## src/rtl/core/fumd_pkg.sv

```systemverilog
package fumd_pkg;

  typedef enum logic [1:0] {
    KIND_TRACK   = 2'd0,
    KIND_METER   = 2'd1,
    KIND_GONE    = 2'd2,
    KIND_CONFIRM = 2'd3
  } kind_e;

  localparam logic [1:0] REG_FEE_SEC  = 2'd0;
  localparam logic [1:0] REG_FEE_MEM  = 2'd1;
  localparam logic [1:0] REG_FEE_SENT = 2'd2;
  localparam logic [1:0] REG_FEE_RECV = 2'd3;

  localparam int DivBits = 96;

  // 1000000 = 2^6 * 15625 and 86400 = 2^7 * 675; the odd factors are taken
  // by multiplying with ceil(2^k / factor), exact for digits below 2^30
  localparam int          SecPow    = 6;
  localparam int          DayPow    = 7;
  localparam int          SecShift  = 44;
  localparam int          DayShift  = 40;
  localparam logic [13:0] SEC_ODD   = 14'd15625;
  localparam logic [13:0] DAY_ODD   = 14'd675;
  localparam logic [30:0] SEC_RECIP = 31'd1125899907;
  localparam logic [30:0] DAY_RECIP = 31'd1628906116;

  localparam int AgeW = 45;
  localparam int SumW = 98;

  typedef struct packed {
    kind_e       kind;
    logic [7:0]  channel_index;
    logic [63:0] now_us;
    logic [63:0] bytes_sent;
    logic [63:0] bytes_received;
    logic [63:0] mem_byte_seconds;
    logic        payer_present;
    logic [63:0] confirmed_amount;
  } item_t;

  typedef struct packed {
    logic            status;
    logic [63:0]     debit;
    logic            charge_request;
    logic [63:0]     delta_sent;
    logic [63:0]     delta_received;
    logic [63:0]     delta_mem;
    logic [AgeW-1:0] age_seconds;
    logic [63:0]     total_debit;
  } result_t;

  typedef struct packed {
    logic        payer;
    logic [63:0] base_sent;
    logic [63:0] base_recv;
    logic [63:0] base_mem;
    logic [63:0] last_time;
    logic [63:0] total;
  } entry_t;

  function automatic logic [63:0] guarded(logic [63:0] cur, logic [63:0] last);
    return (cur >= last) ? cur - last : cur;
  endfunction

endpackage

```

## src/rtl/core/fumd_div.sv

```systemverilog
// Divider by one of two fixed divisors. Shift out the power-of-two factor
// first, then take the odd factor one 16-bit digit at a time by reciprocal
// multiplication, a product phase and then a remainder phase per digit.
module fumd_div import fumd_pkg::*; (
  input  logic               clk_i,
  input  logic               rst_ni,
  input  logic               start_i,
  input  logic               day_i,
  input  logic [DivBits-1:0] dividend_i,
  output logic               done_o,
  output logic [DivBits-1:0] quotient_o
);
  localparam int Digits = DivBits / 16;

  logic               busy_q;
  logic               done_q;
  logic               phase_q;
  logic               day_q;
  logic [2:0]         cnt_q;
  logic [DivBits-1:0] dvd_q;
  logic [13:0]        rem_q;
  logic [29:0]        cur_q;
  logic [60:0]        prod_q;
  logic [29:0]        cur;
  logic [15:0]        digit;
  logic [29:0]        digit_mul;
  logic [29:0]        rem_full;

  assign cur       = {rem_q, dvd_q[DivBits-1 -: 16]};
  assign digit     = day_q ? prod_q[DayShift+15:DayShift] : prod_q[SecShift+15:SecShift];
  assign digit_mul = digit * (day_q ? DAY_ODD : SEC_ODD);
  assign rem_full  = cur_q - digit_mul;

  always_ff @(posedge clk_i or negedge rst_ni) begin
    if (!rst_ni) begin
      busy_q  <= 1'b0;
      done_q  <= 1'b0;
      phase_q <= 1'b0;
      cnt_q   <= '0;
    end else begin
      done_q <= busy_q && phase_q && (cnt_q == 3'(Digits - 1));
      if (start_i) begin
        busy_q  <= 1'b1;
        phase_q <= 1'b0;
        cnt_q   <= '0;
      end else if (busy_q) begin
        phase_q <= !phase_q;
        if (phase_q) begin
          cnt_q <= cnt_q + 3'd1;
          if (cnt_q == 3'(Digits - 1)) begin
            busy_q <= 1'b0;
          end
        end
      end
    end
  end

  // quotient digits shift in behind the dividend
  always_ff @(posedge clk_i) begin
    if (start_i) begin
      day_q <= day_i;
      rem_q <= '0;
      dvd_q <= day_i ? (dividend_i >> DayPow) : (dividend_i >> SecPow);
    end else if (busy_q) begin
      if (!phase_q) begin
        cur_q  <= cur;
        prod_q <= cur * (day_q ? DAY_RECIP : SEC_RECIP);
      end else begin
        rem_q <= rem_full[13:0];
        dvd_q <= {dvd_q[DivBits-17:0], digit};
      end
    end
  end

  assign done_o     = done_q;
  assign quotient_o = dvd_q;
endmodule

```

## config.mk

```make
export PLATFORM = sky130hd
export DESIGN_NAME = fumd_div
export DESIGN_NICKNAME = d
export VERILOG_FILES = /design/src/rtl/core/fumd_pkg.sv /design/src/rtl/core/fumd_div.sv
export SDC_FILE = /design/constraint.sdc
export NUM_CORES = 2
export LEC_CHECK = 0
export ABC_AREA = 1
export BUFFER_PORTS_ARGS = -buffer_cell sky130_fd_sc_hd__buf_2
export CORE_ASPECT_RATIO = 0.7
export CORE_UTILIZATION = 60
export CTS_BUF_LIST = sky130_fd_sc_hd__clkbuf_8 sky130_fd_sc_hd__clkbuf_16
export CTS_CLUSTER_DIAMETER = 80
export DETAILED_ROUTE_END_ITERATION = 8
export PLACE_DENSITY = 0.87
export SETUP_SLACK_MARGIN = 0.15
export SYNTH_ARGS = -nofsm -noshare
export SYNTH_HDL_FRONTEND = slang
export SYNTH_SLANG_ARGS = --single-unit
```

## constraint.sdc

```tcl
create_clock -name clk_i -period 14.5 [get_ports clk_i]
set_input_delay 2.9 -clock clk_i [delete_from_list [all_inputs] [get_ports clk_i]]
set_output_delay 2.9 -clock clk_i [all_outputs]
set_load 0.02 [all_outputs]
```

==> impl_metrics.xml <==
<?xml version="1.0" encoding="UTF-8"?>
<metrics>
  <group name="synthesis">
    <metric name="compound_gate_fraction_of_synth_area" unit="">0.0710</metric>
    <metric name="netlist.area_leader.share" unit="">0.323</metric>
    <metric name="synth_enable_flop_cells" unit="">131</metric>
    <metric name="netlist_instances" unit="">3350</metric>
    <metric name="synthSimpleGateAreaFrac" unit="">0.112</metric>
    <metric name="avgSynthCellArea" unit="µm²">8.78</metric>
    <metric name="synth_xor_area_frac" unit="">0.00893</metric>
    <metric name="synthDominantAreaCellType" unit="">sky130_fd_sc_hd__fa_1</metric>
    <metric name="netlist-cell-type-count" unit="">49</metric>
    <metric name="postSynth.asyncResetShare" unit="">0.0397</metric>
    <metric name="yosys_warnings" unit="">0</metric>
    <metric name="synth_area" unit="mm²">0.0294</metric>
    <metric name="postSynthRegisterBits" unit="">151</metric>
    <metric name="postSynth.topFlopCell" unit="">sky130_fd_sc_hd__edfxtp_1</metric>
    <metric name="synth_top_family_by_area" unit="">adder cells</metric>
    <metric name="fraction_of_the_mapped_netlist_area_in_adder_cells" unit="">0.530</metric>
    <metric name="post_synth_mux_area_share" unit="">0</metric>
    <metric name="synthTopCellsByArea" unit="">sky130_fd_sc_hd__fa_1 (32%), sky130_fd_sc_hd__ha_1 (21%), sky130_fd_sc_hd__edfxtp_1 (13%), sky130_fd_sc_hd__inv_1 (12%), sky130_fd_sc_hd__nand2_1 (5.4%)</metric>
    <metric name="seq_area_frac_synth" unit="">0.148</metric>
  </group>
  <group name="grt">
    <metric name="grt_start_max_net_pins" unit="">91</metric>
    <metric name="global_route.overflow_total" unit="">0</metric>
    <metric name="antenna_found_initial" unit="">2</metric>
    <metric name="vias_in_the_first_global_route" unit="">23271</metric>
    <metric name="globalRouteTotalUtil" unit="">0.373</metric>
    <metric name="grt_first_pass_wirelength" unit="µm">137000</metric>
  </group>
  <group name="routing">
    <metric name="viasPerCell" unit="">5.62</metric>
    <metric name="drt_wl_total" unit="µm">89400</metric>
    <metric name="drc_errors" unit="">0</metric>
    <metric name="drt_iter0_markers" unit="">2982</metric>
    <metric name="wire_length_per_cell" unit="µm">21.4</metric>
    <metric name="ant_nets" unit="">0</metric>
    <metric name="detailroute.via_count" unit="">23526</metric>
    <metric name="firstDrtPassIters" unit="">6</metric>
  </group>
  <group name="cts">
    <metric name="post-cts-setup-buffers" unit="">0</metric>
    <metric name="number_of_buffers_between_clock_root_and_the_deepest_sink" unit="">2</metric>
    <metric name="cts-htree-levels" unit="">4</metric>
    <metric name="ctsRootBufferMaster" unit="">sky130_fd_sc_hd__clkbuf_16</metric>
    <metric name="cts_repair_resize_count" unit="">0</metric>
    <metric name="clock_sink_count" unit="">151</metric>
    <metric name="cts_tree" unit="">yes</metric>
    <metric name="post_cts_hold_buffer_count" unit="">0</metric>
    <metric name="worstSkewPairLatency" unit="ps">440</metric>
    <metric name="cts_inserted_buffers" unit="">17</metric>
    <metric name="cts.reportedPaths.clkPinSlew" unit="ps">70</metric>
  </group>
  <group name="floorplanning">
    <metric name="core" unit="mm²">0.0481</metric>
    <metric name="floorplan.die.width" unit="µm">267</metric>
    <metric name="fp.dieH" unit="µm">187</metric>
    <metric name="die_area" unit="mm²">0.0499</metric>
    <metric name="floorplan.initialDensity" unit="">0.611</metric>
    <metric name="design.portCount" unit="">197</metric>
    <metric name="std_cell_rows" unit="">67</metric>
  </group>
  <group name="sta">
    <metric name="setup_viol_count_final" unit="">0</metric>
    <metric name="clock-skew-final" unit="ps">9.10</metric>
    <metric name="period_share" unit="">0.585</metric>
    <metric name="final_hold_viol_count" unit="">0</metric>
    <metric name="slew_headroom" unit="">0.199</metric>
    <metric name="post-route-worst-setup-slack" unit="ps">6010</metric>
    <metric name="timing_max_transition_violations_final" unit="">0</metric>
    <metric name="worst_slew_pin_slew" unit="ps">1200</metric>
    <metric name="max_freq" unit="MHz">118</metric>
    <metric name="setup_tns" unit="ps">0</metric>
    <metric name="rsz0062_at_grt" unit="">false</metric>
    <metric name="final.min_clock_period" unit="ps">8490</metric>
  </group>
  <group name="critical_path">
    <metric name="cp_max_fo" unit="">45</metric>
    <metric name="critical_path.top_delay_family" unit="">adder cells</metric>
    <metric name="cp_data_arrival_time" unit="ps">8690</metric>
    <metric name="crit_path_max_incr_delay" unit="ps">600</metric>
    <metric name="worst_setup_path_end_kind" unit="">flip-flop</metric>
    <metric name="required" unit="ps">14700</metric>
    <metric name="critPathLaunchType" unit="">flip-flop</metric>
    <metric name="critical_path_class" unit="">flip-flop to flip-flop</metric>
    <metric name="cell_with_the_biggest_individual_delay_on_the_critical_path" unit="">sky130_fd_sc_hd__buf_4</metric>
    <metric name="timing.critical_path.buf_inv" unit="">9</metric>
    <metric name="timing.critical_path.mode_cell" unit="">sky130_fd_sc_hd__fa_1</metric>
  </group>
  <group name="finish">
    <metric name="finalInstanceArea" unit="mm²">0.0316</metric>
    <metric name="final_nets" unit="">4576</metric>
    <metric name="layout.cells.most_common_list" unit="">sky130_fd_sc_hd__inv_1 (932), sky130_fd_sc_hd__ha_1 (487), sky130_fd_sc_hd__fa_1 (474)</metric>
    <metric name="drive_above_1_share" unit="">0.0782</metric>
    <metric name="area_growth" unit="%">7.47</metric>
    <metric name="layout_commonest_cell" unit="">sky130_fd_sc_hd__inv_1</metric>
  </group>
  <group name="placed_design">
    <metric name="gp_congestion" unit="">1.02</metric>
    <metric name="dp_hpwl" unit="µm">77600</metric>
    <metric name="port_buffers" unit="">190</metric>
    <metric name="pre_cts_slack" unit="ps">6340</metric>
    <metric name="dpl-instance-area" unit="mm²">0.0311</metric>
  </group>
  <group name="min_path">
    <metric name="hold_class" unit="">flip-flop to flip-flop</metric>
  </group>
  <group name="run">
    <metric name="cap_viol_max_count" unit="">0</metric>
  </group>
  <group name="outcome">
    <metric name="status" unit="">finished, final reports clean</metric>
  </group>
</metrics>
==> synth_stat cells, types with 6 or more instances <==
library cell and count:
sky130_fd_sc_hd__dfrtp_1 6, sky130_fd_sc_hd__a21boi_0 7, sky130_fd_sc_hd__a21o_1 13, sky130_fd_sc_hd__nor3_1 16, sky130_fd_sc_hd__xor2_1 18, sky130_fd_sc_hd__o21bai_1 9, sky130_fd_sc_hd__nor4_1 7, sky130_fd_sc_hd__fa_1 474
sky130_fd_sc_hd__clkbuf_1 62, sky130_fd_sc_hd__nand2_2 8, sky130_fd_sc_hd__xnor2_1 12, sky130_fd_sc_hd__edfxtp_1 131, sky130_fd_sc_hd__o21ai_0 217, sky130_fd_sc_hd__buf_2 7, sky130_fd_sc_hd__inv_2 6, sky130_fd_sc_hd__a21oi_1 94
sky130_fd_sc_hd__dfxtp_1 14, sky130_fd_sc_hd__inv_1 930, sky130_fd_sc_hd__ha_1 487, sky130_fd_sc_hd__or2_2 8, sky130_fd_sc_hd__nand3_1 60, sky130_fd_sc_hd__nand2_1 420, sky130_fd_sc_hd__nor2_1 270, sky130_fd_sc_hd__a31oi_1 6
sky130_fd_sc_hd__o22ai_1 21
==> worst reg2reg max path: cells and delay by family, from the launching register on <==
family / cells / cell delay [ps]
buffers and inverters: 9 / 1910
adder cells (fa/ha/maj): 9 / 4090
AND/OR/NAND/NOR: 10 / 1890
flip-flops: 1 / 340
==> kinds of logic (layout without fill, tap and decap cells) <==
family / count (synthesis) / in the layout
adders and majority gates: 961 / 961
xor gates and xnor gates: 30 / 30
AOI/OAI and AO/OA: 386 / 386
and+or+nand+nor: 810 / 810
other: 2 / 12
buffers and inverters: 1010 / 1179
DFF: 151 / 151
==> per-stage QoR <==
| step | util | cells | hold WS, ps |
|---|---|---|---|
| floorplan | - | 3359 | 473 |
| global placement | 0.646 | 4151 | 499 |
| detailed placement | 0.646 | 4151 | 522 |
| CTS | 0.657 | 4183 | 530 |
| global route | 0.657 | 4183 | 555 |
| finish | 0.657 | 4184 | 531 |
==> cell type report <==
type,count,area (µm²)
antenna,1,2.50
clock buffer,17,425
clock inverter,15,113
fill,3956,16500
inverter,937,3520
multi-input combinational,2198,21300
sequential,151,4360
tap,655,820
timing repair buffer,210,1100
==> layer usage <==
metal / vias up / GRT usage / share of wire / routed length (µm)
li1: 10571 / - / - / -
met1: 11241 / 0.569 / 0.43 / 38700
met2: 1554 / 0.488 / 0.38 / 34300
met3: 156 / 0.164 / 0.16 / 14700
met4: 4 / 0.0612 / 0.019 / 1660
met5: - / 0 / 0.00026 / 23
==> sequential cells by signal (all words and copies together) (netlist names) <==
| name | cells |
|---|---|
| prod_q | 20 |
| phase_q | 1 |
| cnt_q | 3 |
| cur_q | 14 |
| busy_q | 1 |
| day_q | 1 |
| done_o | 1 |
| rem_q | 14 |
| quotient_o | 96 |
==> worst paths after layout <==
path	slack (ps)	cells after the start	endpoint	from
max in group asynchronous	12090	1	cnt_q[2]$_DFFE_PN0P_	rst_ni
max reg2reg	6010	28	prod_q[48]$_DFFE_PP_	day_q$_DFFE_PP_
max	6010	28	prod_q[48]$_DFFE_PP_	day_q$_DFFE_PP_
min in group asynchronous	2270	1	cnt_q[1]$_DFFE_PN0P_	rst_ni
min reg2reg	530	1	cnt_q[0]$_DFFE_PN0P_	cnt_q[0]$_DFFE_PN0P_
min	530	1	cnt_q[0]$_DFFE_PN0P_	cnt_q[0]$_DFFE_PN0P_
Power is not shown: default switching activity piles up to over one toggle a cycle in this logic, so the estimate is an artifact.
