File: src/rtl/core/fumd_ram.sv
module fumd_ram #(
  parameter int WIDTH = 8,
  parameter int DEPTH = 16
) (
  input  logic                                 clk_i,
  input  logic                                 we_i,
  input  logic [((DEPTH > 1) ? $clog2(DEPTH) : 1)-1:0] waddr_i,
  input  logic [WIDTH-1:0]                     wdata_i,
  input  logic [((DEPTH > 1) ? $clog2(DEPTH) : 1)-1:0] raddr_i,
  output logic [WIDTH-1:0]                     rdata_o
);
  logic [WIDTH-1:0] mem_q [DEPTH];

  always_ff @(posedge clk_i) begin
    if (we_i) begin
      mem_q[waddr_i] <= wdata_i;
    end
    rdata_o <= mem_q[raddr_i];
  end
endmodule

File: config.mk
export PLATFORM = sky130hd
export DESIGN_NAME = fumd_ram
export DESIGN_NICKNAME = d
export VERILOG_FILES = /design/src/rtl/core/fumd_ram.sv
export SDC_FILE = /design/constraint.sdc
export NUM_CORES = 1
export LEC_CHECK = 0
export BUFFER_PORTS_ARGS = -buffer_cell sky130_fd_sc_hd__buf_2
export CORE_MARGIN = 8
export CORE_UTILIZATION = 35
export DETAILED_ROUTE_END_ITERATION = 10
export PLACE_DENSITY_LB_ADDON = 0.15
export SYNTH_ARGS = -nofsm -noshare
export SYNTH_HDL_FRONTEND = slang
export SYNTH_SLANG_ARGS = --single-unit
File: constraint.sdc
create_clock -name clk_i -period 1.95 [get_ports clk_i]
set_input_delay 0.0975 -clock clk_i [delete_from_list [all_inputs] [get_ports clk_i]]
set_output_delay 0.0975 -clock clk_i [all_outputs]
set_load 0.005 [all_outputs]
==> impl_metrics.json, run 1 <==
{
  "drv_slew": 0,
  "drc": 0,
  "yosys_warnings": 0,
  "num_vias": 2420,
  "hold_buffers": 0,
  "slew_headroom": 0.701,
  "clkSinkCount": 136,
  "p_clk_frac": 0.435,
  "antenna_found_initial": 0,
  "netlist_area_mm2": 0.00515,
  "clock_latency_ns": 0.41,
  "place.gp.congestion": 0.694,
  "seqPwrFrac": 0.516,
  "power.internal_mw": 5.12,
  "ys_ff_latch": 136,
  "async_flop_share": 0,
  "path_class": "flop to flop",
  "finalCritPeriodShare": 0.700,
  "ctsResizeCount": 0,
  "p_sw_mw": 1.26,
  "max_cap_viol_count": 0,
  "crit_required_ns": 2.24,
  "period_minus_slack_ns": 1.37,
  "seq_area_frac_synth": 0.778,
  "grt_start_max_net_pins": 23,
  "synth.top_cell.area_share": 0.747,
  "hp-class": "input port to flop",
  "grt_usage": 0.125,
  "cts_buffers": 17,
  "grt_pass1_vias": 2621,
  "start_kind": "flop",
  "drtAntennaViolNets": 0,
  "synthTopCellsByCount": "edfxtp_1 (128), mux4_2 (18), a22oi_1 (16), mux4_1 (14), nor2_1 (13)",
  "cellLeakagePower_nw": 2.06,
  "cp_max_fo": 1,
  "clockRootBuffer": "clkbuf_16",
  "worst_pin_slew_ns": 0.449,
  "start_util": 0.356,
  "arrival_ns": 1.65,
  "cts_tree": "yes",
  "fin_cells": 479,
  "num_rows": 44,
  "status": "finished clean",
  "endpoint_kind": "flop",
  "swShare": 0.198,
  "dieArea_mm2": 0.0188,
  "powerDensity_mw_per_mm2": 1040,
  "fin_tns_setup_ns": 0,
  "ir_drop_mv": 0.557,
  "io_pins": 26,
  "synth_flop_cell": "edfxtp_1",
  "via_per_inst": 5.05,
  "ctsLongestPathBuffers": 2,
  "areaGrowthSynthToFinish_pct": 18.8,
  "first_pass_iters": 4,
  "portBuffers": 25,
  "clkTransAtPathRegs_ns": 0.05,
  "yosys-top-cells-area": "edfxtp_1 (75%), mux4_2 (7.9%), mux4_1 (7.1%)",
  "final_util": 0.422,
  "setup_violations": 0,
  "drive_gt1_frac": 0.288,
  "wl_per_cell_um": 22.1,
  "r2r_slack_ns": 0.58,
  "synth_cell_type_count": 19,
  "nets": 302,
  "synth_edf_count": 128,
  "die_w_um": 137,
  "dp_cells": 449,
  "routed_wl_mm": 10.6,
  "num_antenna_cells": 0,
  "hpwlAfterDp_mm": 6.72,
  "coreArea_mm2": 0.0145,
  "synthCells": 229,
  "fmax_mhz": 732,
  "htree_levels": 4,
  "grt_pass1_wl_mm": 16.2,
  "drt_iter0_markers": 152,
  "syn-num-nets": 247,
  "power_frac_comb": 0.049,
  "syn_avg_cell_area_um2": 22.5,
  "grt_setup_unrepaired": "no",
  "overflow": 0,
  "synth_top_cell_by_area": "edfxtp_1",
  "finClkSkew_ns": 0.00710,
  "finalHoldViolCount": 0,
  "cts_setup_buffers": 0,
  "yosysMostFrequentCell": "edfxtp_1",
  "die_h_um": 137
}
[metal layers]
layer / routed length [µm] / vias to the layer above / global-route usage / share of wire
li1: - / 1077 / - / -
met1: 5010 / 1270 / 0.161 / 0.47
met2: 4950 / 58 / 0.188 / 0.47
met3: 419 / 15 / 0.0387 / 0.040
met4: 205 / 0 / 0.0597 / 0.019
met5: 0 / - / 0 / 0
[path summary, 6_finish.rpt]
| path | start | end | cells past startpoint |
|---|---|---|---|
| worst max register to register | mem_q[7][6] | rdata_o[6] | 3 |
| worst min register to register | mem_q[8][4] | rdata_o[4] | 3 |
| worst min-delay path | wdata_i[1] | mem_q[3][1] | 1 |
| worst max-delay path | mem_q[7][6] | rdata_o[6] | 3 |
[critical path, cell delays in order (launching register included)]
cell and delay (ns):
edfxtp_1 0.35, mux4_2 0.53, a22oi_1 0.25, nand2_1 0.12
[layout make-up]
class	count	area, µm²
clock buffer	23	448
clock inverter	7	55.1
fill	1278	8360
multi-input combinational	83	1060
sequential	136	4000
tap	184	230
timing repair buffer	46	320
[cell families (layout without fill, tap and decap cells)]
group / count (synthesis) / count (layout) / share of synthesized area
muxes: 32 / 32 / 0.150
and+or+nand+nor: 35 / 35 / 0.0318
DFF: 136 / 136 / 0.778
buffers and inverters: 10 / 76 / 0.0168
AOI/OAI and AO/OA: 16 / 16 / 0.0233
[layout by cell type, fill, tap and decap left out, types with 3 or more instances in the layout]
cell type,count
a22oi_1,16
buf_12,3
buf_2,25
buf_4,18
clkbuf_1,6
clkbuf_16,17
clkinv_1,4
dfxtp_1,8
edfxtp_1,128
mux4_1,14
mux4_2,18
nand2_1,9
nor2_1,13
nor3_1,4
[flip-flops by register name, summed over array words and instances, names as in the netlist]
| register | flops |
|---|---|
| mem_q | 128 |
| rdata_o | 8 |
[power groups by stage]
stage          clock network [mW]  registers (mW)  logic [mW]
2_1_floorplan                   0            3.34       0.166
3_3_place_gp                    0            3.35       0.313
3_5_place_dp                    0            3.35       0.319
4_1_cts                      2.84            3.29       0.320
5_1_grt                      2.96            3.30       0.341
6_report                     2.78            3.29       0.311
[per-stage QoR]
stage	instance area [µm²]	power, mW	hold WS, ns	setup slack, ns
floorplan	5150	3.51	0.196	0.360
global placement	5610	3.66	0.477	0.462
detailed placement	5610	3.67	0.487	0.433
CTS	6110	6.46	0.0633	0.577
global route	6110	6.59	0.0717	0.537
finish	6110	6.38	0.0788	0.584
Note: power is estimated with default switching activity, not from simulation.
==> inputs of run 2 (changes only) <==
--- a/config.mk
+++ b/config.mk
@@ -5,6 +5,7 @@
 export SDC_FILE = /design/constraint.sdc
 export NUM_CORES = 1
 export LEC_CHECK = 0
+export ABC_AREA = 1
 export BUFFER_PORTS_ARGS = -buffer_cell sky130_fd_sc_hd__buf_2
 export CORE_MARGIN = 8
 export CORE_UTILIZATION = 35
==> constraint.sdc (replaced) <==
create_clock -name clk_i -period 1.4 [get_ports clk_i]
set_input_delay 0.07 -clock clk_i [delete_from_list [all_inputs] [get_ports clk_i]]
set_output_delay 0.07 -clock clk_i [all_outputs]
set_load 0.005 [all_outputs]
==> impl_metrics.json, run 2 <==
{
  "via_per_inst": 4.54,
  "fin_ws_ns": 0.378,
  "synth_top_cell_by_area": "edfxtp_1",
  "synthTopCellsByCount": "nand2_1 (173), edfxtp_1 (128), inv_1 (100), nand3_1 (97), nor2_1 (17)",
  "num-fill-cells": 1638,
  "io_pins": 26,
  "hpwlAfterDp_mm": 8.35,
  "die_w_um": 144,
  "num_vias": 3746,
  "cts_tree": "yes",
  "total_power_mw": 9.85,
  "async_flop_share": 0,
  "fmax_mhz": 979,
  "clockRootBuffer": "clkbuf_16",
  "largest_reg_flops": 128,
  "hp-class": "input port to flop",
  "yosys-top-cells-area": "edfxtp_1 (67%), nand2_1 (11%), nand3_1 (8.4%)",
  "clkSinkCount": 136,
  "clkTransAtPathRegs_ns": 0.06,
  "syn_avg_cell_area_um2": 10.5,
  "ys_ff_latch": 136,
  "overflow": 0,
  "netlist_area_mm2": 0.00577,
  "crit_required_ns": 1.71,
  "drtAntennaViolNets": 0,
  "grt_pass1_vias": 3752,
  "max_cap_viol_count": 0,
  "finClkSkew_ns": 0.00574,
  "yosys_warnings": 0,
  "num_rows": 47,
  "reg.largest.list": "mem_q (128), rdata_o (8)",
  "cellLeakagePower_nw": 2.96,
  "wl_per_cell_um": 16.9,
  "path_class": "flop to flop",
  "top_register": "mem_q",
  "endpoint_kind": "flop",
  "fin_tns_setup_ns": 0,
  "status": "finished clean",
  "finalHoldViolCount": 0,
  "hold_ws_ns": 0.0145,
  "coreArea_mm2": 0.0163,
  "hold_depth": 3,
  "final_common_cell": "nand2_1",
  "drive_gt1_frac": 0.129,
  "clock_latency_ns": 0.42,
  "arrival_ns": 1.33,
  "grt_pass1_wl_mm": 21.8,
  "place.gp.congestion": 0.751,
  "ctsResizeCount": 0,
  "synth_flop_cell": "edfxtp_1",
  "min_from": "raddr_i[3]",
  "first_pass_iters": 5,
  "nets": 611,
  "areaGrowthSynthToFinish_pct": 18.6,
  "crit_chain": "inv_1, nand2_1, nand3_1, nand3_1, nand3_1, nand2_1",
  "synth_edf_count": 128,
  "fin_cells": 826,
  "htree_levels": 4,
  "slowest_stage": "edfxtp_1",
  "worst_path_most_repeated_cell": "nand3_1",
  "grt_start_max_net_pins": 65,
  "worstReg2RegEnd": "rdata_o[1]",
  "powerDensity_mw_per_mm2": 1440,
  "grt_usage": 0.147,
  "finalCritPeriodShare": 0.730,
  "final_cell_mix": "nand2_1 (173), edfxtp_1 (128), inv_1 (100)",
  "routed_wl_mm": 13.9,
  "cts_buffers": 17,
  "setup_violations": 0,
  "drt_iter0_markers": 230,
  "cts_setup_buffers": 0,
  "worst_pin_slew_ns": 0.402,
  "portBuffers": 25,
  "drc": 0,
  "ctsLongestPathBuffers": 2,
  "antenna_found_initial": 0,
  "worstHoldEndpoint": "rdata_o[3]",
  "syn-num-nets": 569,
  "cp_num_buf_inv": 1,
  "hold_buffers": 0,
  "drv_slew": 0,
  "reg2reg_depth": 6,
  "dp_cells": 794,
  "dieArea_mm2": 0.0208,
  "synth_cell_type_count": 12,
  "ir_drop_mv": 0.789,
  "cp_top_family": "simple AND/OR/NAND/NOR gates",
  "period_minus_slack_ns": 1.02,
  "num_antenna_cells": 0,
  "place_ws_ns": 0.191,
  "r2r_slack_ns": 0.38,
  "seq_area_frac_synth": 0.694,
  "slew_headroom": 0.732,
  "die_h_um": 144,
  "r2r-start": "mem_q[11][1]",
  "grt_setup_unrepaired": "no",
  "start_kind": "flop",
  "cp_max_fo": 1,
  "start_util": 0.353,
  "synthCells": 551,
  "synth.top_cell.area_share": 0.667,
  "cpPeakStageDelay_ns": 0.37,
  "yosysMostFrequentCell": "nand2_1"
}
-- run 2: area by class of cell --
cell class / instances / area (µm²) / area share
repair buffers: 47 / 340 / 0.0498
clock buffers: 22 / 474 / 0.0693
well taps: 220 / 275 / 0.0402
clock inverters: 10 / 149 / 0.0218
multi-input cells: 289 / 1210 / 0.177
inverters: 102 / 383 / 0.0560
flip-flops and latches: 136 / 4000 / 0.585
-- run 2: stage by stage --
| step | util | area (µm²) |
|---|---|---|
| 5_1_grt | 0.418 | 6840 |
| 2_1_floorplan | - | 5770 |
| 6_report | 0.418 | 6840 |
| 4_1_cts | 0.418 | 6840 |
| 3_5_place_dp | 0.380 | 6220 |
| 3_3_place_gp | 0.380 | 6220 |
-- run 2: power by group --
group / total [mW] / switching, mW / leakage [nW] / internal (mW)
sequential: 4.58 / 0.0269 / 1.22 / 4.55
combinational: 0.572 / 0.397 / 1.42 / 0.176
clock: 4.70 / 1.60 / 0.311 / 3.10
-- run 2: worst min-delay path, cell delays in order --
cell	delay, ns
buf_2	0.17
nand3_1	0.10
nand2_1	0.05
-- run 2: how the worst max path moves through the flow --
stage | startpoint | to | depth (start not counted)
after CTS | mem_q[7][0] | rdata_o[0] | 6
after global routing | mem_q[11][2] | rdata_o[2] | 6
after detailed placement | raddr_i[0] | rdata_o[2] | 8
after floorplan | waddr_i[2] | mem_q[10][0] | 2
final | mem_q[11][1] | rdata_o[1] | 6
after global placement | raddr_i[0] | rdata_o[3] | 9
-- run 2: cell families (layout without fill, tap and decap cells) --
logic type             Yosys count  count (layout)  share of synthesized area
buffers and inverters          126             181                     0.0952
DFF                            136             136                      0.694
and+or+nand+nor                289             289                      0.210
-- run 2: metal layers --
layer,GRT usage,vias up,share of wire
li1,-,1859,-
met1,0.188,1786,0.46
met2,0.233,79,0.47
met3,0.0406,22,0.050
met4,0.0553,0,0.020
met5,0,-,0
==> inputs of run 3 (changes only) <==
==> constraint.sdc (replaced) <==
create_clock -name clk_i -period 0.85 [get_ports clk_i]
set_input_delay 0.0425 -clock clk_i [delete_from_list [all_inputs] [get_ports clk_i]]
set_output_delay 0.0425 -clock clk_i [all_outputs]
set_load 0.005 [all_outputs]
==> impl_metrics.json, run 3 (synthesized netlist as in run 2, its figures left out) <==
{
  "dp_cells": 814,
  "hold_depth": 1,
  "hold_ws_ns": 0.0468,
  "place.gp.congestion": 0.791,
  "slew_headroom": 0.749,
  "total_power_mw": 15.8,
  "drive_gt1_frac": 0.220,
  "fin_ws_ns": -0.104,
  "status": "finished, violations left",
  "cp_max_fo": 1,
  "period_minus_slack_ns": 0.954,
  "cellLeakagePower_nw": 3.11,
  "seqPwrFrac": 0.478,
  "arrival_ns": 1.26,
  "start_util": 0.353,
  "reg2reg_depth": 6,
  "max_cap_viol_count": 0,
  "endpoint_kind": "flop",
  "cts_setup_buffers": 0,
  "r2r-start": "mem_q[5][3]",
  "hp-class": "input port to flop",
  "grt_pass1_vias": 3702,
  "first_pass_iters": 4,
  "dieArea_mm2": 0.0208,
  "via_per_inst": 4.52,
  "fin_cells": 846,
  "nets": 631,
  "grt_start_max_net_pins": 49,
  "finalCritPeriodShare": 1.12,
  "top_register": "mem_q",
  "cp-startpoint": "mem_q[5][3]",
  "drt_iter0_markers": 297,
  "crit_required_ns": 1.15,
  "ctsLongestPathBuffers": 2,
  "finalHoldViolCount": 0,
  "path_class": "flop to flop",
  "coreArea_mm2": 0.0163,
  "io_pins": 26,
  "power.internal_mw": 12.2,
  "cts_tree": "yes",
  "clkSinkCount": 136,
  "hpwlAfterDp_mm": 9.24,
  "grt_setup_unrepaired": "yes",
  "clock_latency_ns": 0.42,
  "ir_drop_mv": 1.14,
  "clockRootBuffer": "clkbuf_16",
  "register_area_mm2": 0.00401,
  "portBuffers": 25,
  "p_clk_frac": 0.453,
  "p_sw_mw": 3.58,
  "wl_per_cell_um": 16.4,
  "cts_buffers": 17,
  "drv_slew": 0,
  "overflow": 0,
  "antenna_found_initial": 0,
  "routed_wl_mm": 13.9,
  "setup_violations": 16,
  "num_antenna_cells": 0,
  "reg.largest.list": "mem_q (128), rdata_o (8)",
  "min_from": "wdata_i[1]",
  "drc": 0,
  "place_ws_ns": -0.327,
  "violations": "setup timing",
  "grt_pass1_wl_mm": 21.8,
  "final_common_cell": "nand2_1",
  "htree_levels": 4,
  "num_vias": 3822,
  "worst_pin_slew_ns": 0.376,
  "finClkSkew_ns": 0.0105,
  "drtAntennaViolNets": 0,
  "fmax_mhz": 1050,
  "clkTransAtPathRegs_ns": 0.06,
  "multi_input_area_mm2": 0.00137,
  "power_frac_comb": 0.070,
  "powerDensity_mw_per_mm2": 2190,
  "num-fill-cells": 1642,
  "die_h_um": 144,
  "num_rows": 47,
  "start_kind": "flop",
  "grt_usage": 0.143,
  "final_cell_mix": "nand2_1 (173), edfxtp_1 (128), inv_1 (100)",
  "die_w_um": 144,
  "largest_reg_flops": 128,
  "swShare": 0.226,
  "areaGrowthSynthToFinish_pct": 25.0
}
-- run 3: what timing repair did --
| item | 4_1_cts | 5_1_grt |
|---|---|---|
| gates cloned | 0 | 0 |
| resized for setup | 24 | 7 |
| setup endpoints to repair | 16 | 16 |
| hold buffers | 0 | 0 |
| pin swaps | 24 | 11 |
-- run 3: per-layer routing --
| metal | vias up | GRT usage | share of wire |
|---|---|---|---|
| met5 | - | 0 | 0 |
| met4 | 0 | 0.0498 | 0.012 |
| met3 | 12 | 0.0307 | 0.047 |
| met2 | 72 | 0.216 | 0.46 |
| met1 | 1840 | 0.200 | 0.48 |
| li1 | 1898 | - | - |
-- run 3: path summary, 6_finish.rpt --
check	end	slack, ns
max reg2reg	rdata_o[3]	-0.10
max	rdata_o[3]	-0.10
min reg2reg	rdata_o[5]	0.67
min	mem_q[7][1]	0.05
-- run 3: final cells by class --
cell class / count / share of cell area
flip-flops and latches: 136 / 0.556
clock buffers: 17 / 0.0590
inverters: 102 / 0.0531
repair buffers: 67 / 0.0828
clock inverters: 15 / 0.0214
well taps: 220 / 0.0382
multi-input cells: 289 / 0.190
-- run 3: power by group through the flow --
stage	Sequential [mW]	Clock, mW	Combinational (mW)
finish	7.55	7.16	1.10
global route	7.56	7.55	1.22
CTS	7.55	7.28	1.11
detailed placement	7.68	0	1.05
global placement	7.68	0	1.05
floorplan	7.68	0	0.539
-- run 3: worst max-delay path, cell delays in order (launching register included) --
cell,delay (ns)
edfxtp_1,0.37
inv_1,0.06
nand2_1,0.04
nand3_1,0.10
nand3_1,0.10
nand3_1,0.10
nand2_1,0.07
-- run 3: through the flow --
step	util	cell area, µm²	setup TNS, ns
6_report	0.441	7210	-0.705
5_1_grt	0.441	7210	-1.52
2_1_floorplan	-	5790	-11.33
3_3_place_gp	0.396	6480	-26.16
4_1_cts	0.439	7180	-0.887
3_5_place_dp	0.396	6480	-28.42
